File: config.mk
export PLATFORM = sky130hd
export DESIGN_NAME = pte_store
export DESIGN_NICKNAME = d
export VERILOG_FILES = /design/src/design/pte_pkg.sv /design/src/design/pte_store.sv
export SDC_FILE = /design/constraint.sdc
export NUM_CORES = 2
export LEC_CHECK = 0
export BUFFER_PORTS_ARGS = -buffer_cell sky130_fd_sc_hd__buf_4
export CAP_MARGIN = 20
export CELL_PAD_IN_SITES_DETAIL_PLACEMENT = 0
export CELL_PAD_IN_SITES_GLOBAL_PLACEMENT = 1
export CORE_ASPECT_RATIO = 1.1
export CORE_MARGIN = 5
export CORE_UTILIZATION = 35
export DETAILED_ROUTE_END_ITERATION = 12
export PLACE_DENSITY = 0.6
export REMOVE_ABC_BUFFERS = 1
export SYNTH_ARGS = -nofsm -noshare
export SYNTH_HDL_FRONTEND = slang
export SYNTH_SLANG_ARGS = --single-unit
File: constraint.sdc
create_clock -name clk -period 3.6 [get_ports clk]
set_input_delay 0.36 -clock clk [delete_from_list [all_inputs] [get_ports clk]]
set_output_delay 0.36 -clock clk [all_outputs]
set_load 0.05 [all_outputs]
File: src/design/pte_pkg.sv
// Shared types, codes and constants of the polynomial trajectory evaluator.
package pte_pkg;

  localparam int CFG_W     = 32;
  localparam int REG_IDX_W = 2;
  localparam int CMD_W     = 2;
  localparam int VAL_W     = 48;
  localparam int TIME_W    = 32;
  localparam int TERM_W    = 4;
  localparam int AXIS_W    = 3;
  localparam int IDX_W     = 3;
  localparam int JC_W      = 53;

  localparam logic [CMD_W-1:0] CMD_LOAD_COEF  = 2'd0;
  localparam logic [CMD_W-1:0] CMD_LOAD_START = 2'd1;
  localparam logic [CMD_W-1:0] CMD_LOAD_END   = 2'd2;
  localparam logic [CMD_W-1:0] CMD_QUERY      = 2'd3;

  localparam logic [REG_IDX_W-1:0] REG_START_TIME = 2'd0;
  localparam logic [REG_IDX_W-1:0] REG_END_TIME   = 2'd1;
  localparam logic [REG_IDX_W-1:0] REG_NUM_TERMS  = 2'd2;
  localparam logic [REG_IDX_W-1:0] REG_NUM_AXES   = 2'd3;

  localparam logic [VAL_W-1:0] POS_MAX = 48'h7FFF_FFFF_FFFF;
  localparam logic [VAL_W-1:0] NEG_MIN = 48'h8000_0000_0000;

  typedef struct packed {
    logic [CMD_W-1:0]         cmd;
    logic [IDX_W-1:0]         term_index;
    logic [AXIS_W-1:0]        axis_index;
    logic signed [VAL_W-1:0]  load_value;
    logic signed [TIME_W-1:0] query_time;
  } pte_req_t;

  typedef struct packed {
    logic [AXIS_W-1:0]       axis;
    logic signed [VAL_W-1:0] position;
    logic signed [VAL_W-1:0] velocity;
    logic                    clamped;
    logic                    overflow;
    logic                    last;
  } pte_res_t;

  // Operation for the shared multiply-accumulate unit.
  typedef struct packed {
    logic signed [VAL_W-1:0]  a;
    logic signed [TIME_W-1:0] m;
    logic signed [JC_W-1:0]   b;
    logic                     rnd;
  } pte_mac_op_t;

  typedef struct packed {
    logic signed [VAL_W-1:0] value;
    logic                    ovf;
    logic signed [JC_W-1:0]  raw;
  } pte_mac_res_t;

endpackage

File: src/design/pte_store.sv
// Coefficient memory and per-axis start and end position stores.
module pte_store #(
  parameter  int MAX_TERMS = 8,
  parameter  int MAX_AXES  = 6,
  localparam int Depth     = MAX_TERMS * MAX_AXES,
  localparam int CW        = (Depth > 1) ? $clog2(Depth) : 1
) (
  input  logic                             clk,
  input  logic                             wr_en,
  input  pte_pkg::pte_req_t                wr,
  input  logic [CW-1:0]                    raddr,
  input  logic [pte_pkg::AXIS_W-1:0]       ep_axis,
  output logic signed [pte_pkg::VAL_W-1:0] coef_q,
  output logic signed [pte_pkg::VAL_W-1:0] start_q,
  output logic signed [pte_pkg::VAL_W-1:0] end_q
);
  import pte_pkg::*;

  localparam int AXW = (MAX_AXES > 1) ? $clog2(MAX_AXES) : 1;

  logic [VAL_W-1:0] coef_mem  [Depth];
  logic [VAL_W-1:0] start_mem [MAX_AXES];
  logic [VAL_W-1:0] end_mem   [MAX_AXES];

  logic          axis_ok;
  logic          term_ok;
  logic [CW-1:0] waddr;

  always_comb begin
    axis_ok = int'(wr.axis_index) < MAX_AXES;
    term_ok = int'(wr.term_index) < MAX_TERMS;
    waddr   = CW'(int'(wr.axis_index) * MAX_TERMS + int'(wr.term_index));
  end

  always_ff @(posedge clk) begin
    if (wr_en && axis_ok) begin
      case (wr.cmd)
        CMD_LOAD_COEF:  if (term_ok) coef_mem[waddr] <= wr.load_value;
        CMD_LOAD_START: start_mem[AXW'(wr.axis_index)] <= wr.load_value;
        CMD_LOAD_END:   end_mem[AXW'(wr.axis_index)] <= wr.load_value;
        default: ;
      endcase
    end
    coef_q  <= coef_mem[raddr];
    start_q <= start_mem[AXW'(ep_axis)];
    end_q   <= end_mem[AXW'(ep_axis)];
  end

endmodule

=== Word level (Yosys, flattened, before mapping) ===
Memory sizes are Yosys's and may differ from the RTL's. A register that Yosys moved wholly into a read port is not among the register bits.
Index checks and enable logic that the tools add are counted.

* Register bits after elaboration: 0
* Memory bits (writable): 2880
* Output and inout port bits: 144
* Memories: 3

* $add $sub $neg: 1
* Magnitude comparators: 1
* Equal/unequal tests: 2
* Mux-type cells: 9
* Reduce and logical (&&, ||, !) cells: 2

{| class="wikitable"
|+ Memory list
! name !! words !! bits a word !! rd ports !! clocked after memory_dff !! write ports !! line !! text
|-
| coef_mem || 48 || 48 || 1 || 1 || 1 || pte_store.sv:21 || <nowiki>logic [VAL_W-1:0] coef_mem [Depth];</nowiki>
|-
| end_mem || 6 || 48 || 1 || 1 || 1 || pte_store.sv:23 || <nowiki>logic [VAL_W-1:0] end_mem [MAX_AXES];</nowiki>
|-
| start_mem || 6 || 48 || 1 || 1 || 1 || pte_store.sv:22 || <nowiki>logic [VAL_W-1:0] start_mem [MAX_AXES];</nowiki>
|}

{| class="wikitable"
|+ Operators by type and width
! operator !! number
|-
| $mux W1 || 9
|-
| $add A6 B3 Y6 || 1
|-
| $lt A3 B3 Y1 const B || 1
|-
| $eq A2 B1 Y1 const B || 1
|-
| $eq A2 B2 Y1 const B || 1
|-
| $logic_not A2 Y1 || 1
|-
| $logic_and A1 B1 Y1 || 1
|}

=== Longest topological paths before layout ===
* Depth in word-level cells: 4
* Mapped depth: 10
* Mapped depth without buffers: 4

=== Least setup slack after synthesis ===
No wires, ideal clock.

* Kind: input -> register
* Start: input wr[82] in the netlist's numbering
* End: memory coef_mem[15][0], enable pin
* Setup time: 454 ps
* Arrival: 3499 ps
* Path slack: -353 ps
* Stages: 5
* Buffers on the path: 1
* Cells stage by stage: clkbuf_1 -> a21bo_2 -> nor4b_1 -> nand3_1 -> nor2_1

* Cells in the longest elaborated chain, start to end: 4

{| class="wikitable"
|+ Ends and longest elaborated chain
! what !! line !! text
|-
| start, declared || pte_store.sv:10 || <nowiki>input pte_pkg::pte_req_t wr,</nowiki>
|-
| $lt A3 B3 Y1 || pte_store.sv:30 || <nowiki>axis_ok = int'(wr.axis_index) < MAX_AXES;</nowiki>
|-
| $logic_and A1 B1 Y1 || pte_store.sv:36 || <nowiki>if (wr_en && axis_ok) begin</nowiki>
|-
| $mux W1 || pte_store.sv:36 ||
|-
| $mux W1 (not written as such) || pte_store.sv:38 || <nowiki>CMD_LOAD_COEF: if (term_ok) coef_mem[waddr] <= wr.load_value;</nowiki>
|-
| end, declared || pte_store.sv:21 ||
|}

Several ways; a longest one is shown, not always the timed one.

==> results by group <==
Outcome
  – Result of the run: complete, no violations

Critical path
  – Worst path arrival time: 3.01 ns
  – Worst-path maximum fanout: 12
  – Required arrival time at the worst endpoint: 4.26 ns
  – Critical Path Source Type: primary input
  – Kind of critical path: primary input to flip-flop
  – Setup crit end kind: flip-flop

Finish
  – Fin util: 0.413
  – Layout Cells excl Fill: ~10k
  – Layout cell share with drive strength beyond 1: 0.299
  – Post-layout nets: approximately 5.5k
  – Area delta synth->final: 17.7%

Power
  – Sequential fraction of design power: 0.527
  – Internal power: 58.1 mW
  – Switching share of power: 0.213
  – IR Drop Worst-Case VDD: around 0.37 mV
  – Sw Pwr: 15.7 mW
  – Clock network power share: 0.420
  – Power, Total: ~74 mW
  – Combinational share of power: 0.053
  – Total power per unit cell area: 559 nW/um^2
  – Leak Pwr: 41.8 nW

Placement
  – Number of placed instances, taps included: roughly 9.4k
  – Detailed-placement wirelength estimate: 167 mm
  – Pre-CTS setup slack: 0.608 ns
  – Number of buffers inserted by port buffering: 210
  – Routability cong.: ~0.73

Die
  – Initial Utilization: 0.351
  – Vertical extent of the die: 604 um
  – Standard cell core area: between 300000 and 400000 sq um
  – Die Width: 550 um
  – Rows: about 220
  – Die footprint: 332000 sq um
  – IO Count: between 200 and 250

Detailed routing
  – Number of search-and-repair iterations in the first detailed-routing pass: 5
  – Initial DRC count: 4740
  – Vias per std cell: 5.27
  – DRC Markers: 0
  – Wire length per cell after detailed routing: around 30 um
  – Total detailed-routing wirelength: a little under 300 mm
  – Number of vias after detailed routing: 52.6k
  – Residual antenna-violating net count after detailed routing: 0

Timing
  – Pins Over Slew Limit: 0
  – Smallest setup slack after layout: 1.24 ns
  – Clk_skew: 0.0355 ns
  – Portion of the clock cycle consumed by the worst path in the final layout: 0.655
  – Minimum period implied by the final worst setup slack: 2.36 ns
  – Headroom to the max-slew limit: 0.236
  – Upper clock frequency limit: between 400 and 500 MHz
  – Final Hold Fails: 0
  – Post-route worst hold slack: 0.0484 ns
  – Transition time at the pin with the least slew margin: 1.15 ns
  – Number of failing setup endpoints in the final timing report: 0
  – Unrepaired setup endpoints after global routing: false

Global route
  – Global Route met3 Usage: 0.0296
  – Pin count of the biggest net entering global routing: 70
  – Global-route congestion overflow total: 0
  – Fraction of met2 tracks used by global routing: 0.301
  – Highest-utilization routing layer at the global route stage: met2
  – Global routing usage on met1: 0.241
  – First-pass GRT wire length: 420 mm
  – Vias in the first global route: 54.0k
  – Total track usage: 0.177
  – Number of antenna violations at the first check in global routing: 26

Clocking
  – Num CTS Buffers: 307
  – Setup bufs post-CTS: 0
  – Clock tree from TritonCTS: done
  – Clock tree buffer depth: 4
  – Number of clock sinks: about 3.0k
  – Worst-path clk slew: 0.06 ns
  – Library cell used as clock root buffer: clkbuf_16
  – Later-pin clock latency in the skew report: ~0.87 ns
  – H-tree depth: 5

Synthesis
  – Synthesized netlist cell count: 4876
  – Yosys top cell area share: 0.771
  – Cell with the most instances after synthesis: edfxtp_1
  – Unique cell type count in the Yosys netlist: 36
  – Synthesis warning total: 0
  – Most used standard cells in the synthesized netlist: edfxtp_1, mux4_2, mux2i_1
  – Mean post-synth cell area: 23.0 sq um
  – Post-synthesis register bit count: 3024
  – Number of enable flip-flop cells after synthesis: 2880
  – Portion of the post-synthesis area used by sequential elements: 0.797
  – Proportion of register bits with asynchronous set or reset after synthesis: 0
  – Most used DFF post-synth: edfxtp_1
  – Cell area after technology mapping: 112000 sq um
  – Biggest area contributors in the synthesized netlist: edfxtp_1, mux4_2, dfxtp_1
  – Biggest area consumer among synthesized cells: edfxtp_1

Run
  – Max-Cap Viols: 0

Min path
  – Kind of path behind the tightest hold check: primary input to flip-flop
worst paths after layout:
path                     from  slack (ns)               end  cells past startpoint
max                  raddr[5]        1.24        coef_q[42]                      7
min                    wr[53]        0.05  coef_mem[38][21]                      1
max reg2reg   coef_mem[31][1]        1.60         coef_q[1]                      4
min reg2reg  start_mem[5][12]        0.54       start_q[12]                      2
worst max-delay path, stage by stage:
cell           delay (ns)
dlygate4sd3_1        0.53
buf_4                0.29
nor2_1               0.16
nand2_2              0.43
buf_4                0.38
nor4_1               0.12
nor4_1               0.67
layout make-up:
| cell class | count | area [sq um] |
|---|---|---|
| diodes | 9 | 22.5 |
| clock buffers | 406 | 8380 |
| clock inverters | 129 | 1240 |
| fillers | 27813 | 188000 |
| inverters | 1 | 5.00 |
| multi-input cells | 1596 | 22100 |
| flip-flops and latches | 3024 | 89400 |
| well taps | 4290 | 5370 |
| repair buffers | 514 | 5570 |
stage by stage:
stage | cell area, sq um | TNS, ns
3_3_place_gp | 122000 | 0
6_report | 132000 | 0
2_1_floorplan | 111000 | -310.88
5_1_grt | 132000 | 0
4_1_cts | 132000 | 0
3_5_place_dp | 122000 | 0
routing by layer:
layer | vias up | wire [um]
li1 | 21694 | -
met1 | 28940 | 125000
met2 | 1520 | 150000
met3 | 393 | 17200
met4 | 10 | 5850
met5 | - | 56
cell usage in the layout, fill, tap and decap left out, drive strengths merged, types with 28 or more instances in the layout:
master  count
o22ai      95
mux2i     260
mux2       61
a21oi      96
buf       486
clkinv     94
nor2      230
mux4      675
clkbuf    407
nor2b      28
nor4       48
dfxtp     144
edfxtp   2880
power by group through the flow:
stage	registers, mW	logic (mW)	clock network [mW]
final	38.9	3.89	31.0
after global routing	38.9	4.14	33.2
after CTS	38.9	3.98	31.7
after detailed placement	39.7	3.94	0
after global placement	39.7	3.89	0
after floorplan	40.1	1.26	0
state kept, by name, summed over array words and instances (netlist names):
register and flops:
start_q 48, end_q 48, coef_q 48, start_mem 288, coef_mem 2304, end_mem 288
logic make-up (layout without fill, tap and decap cells):
family,count (synthesis),in the layout,share of synthesized area
other,0,9,0
muxes,996,996,0.165
buffers and inverters,256,1050,0.0107
and+or+nand+nor,358,358,0.0145
AOI/OAI and AO/OA,242,242,0.0132
DFF,3024,3024,0.797
repair_timing:
action | 4_1_cts | 5_1_grt
setup endpoints to repair | 0 | 0
hold endpoints to repair | 716 | 0
gates resized for setup | 0 | 0
hold buffers | 27 | 0
(Power assumes the default switching activity.)
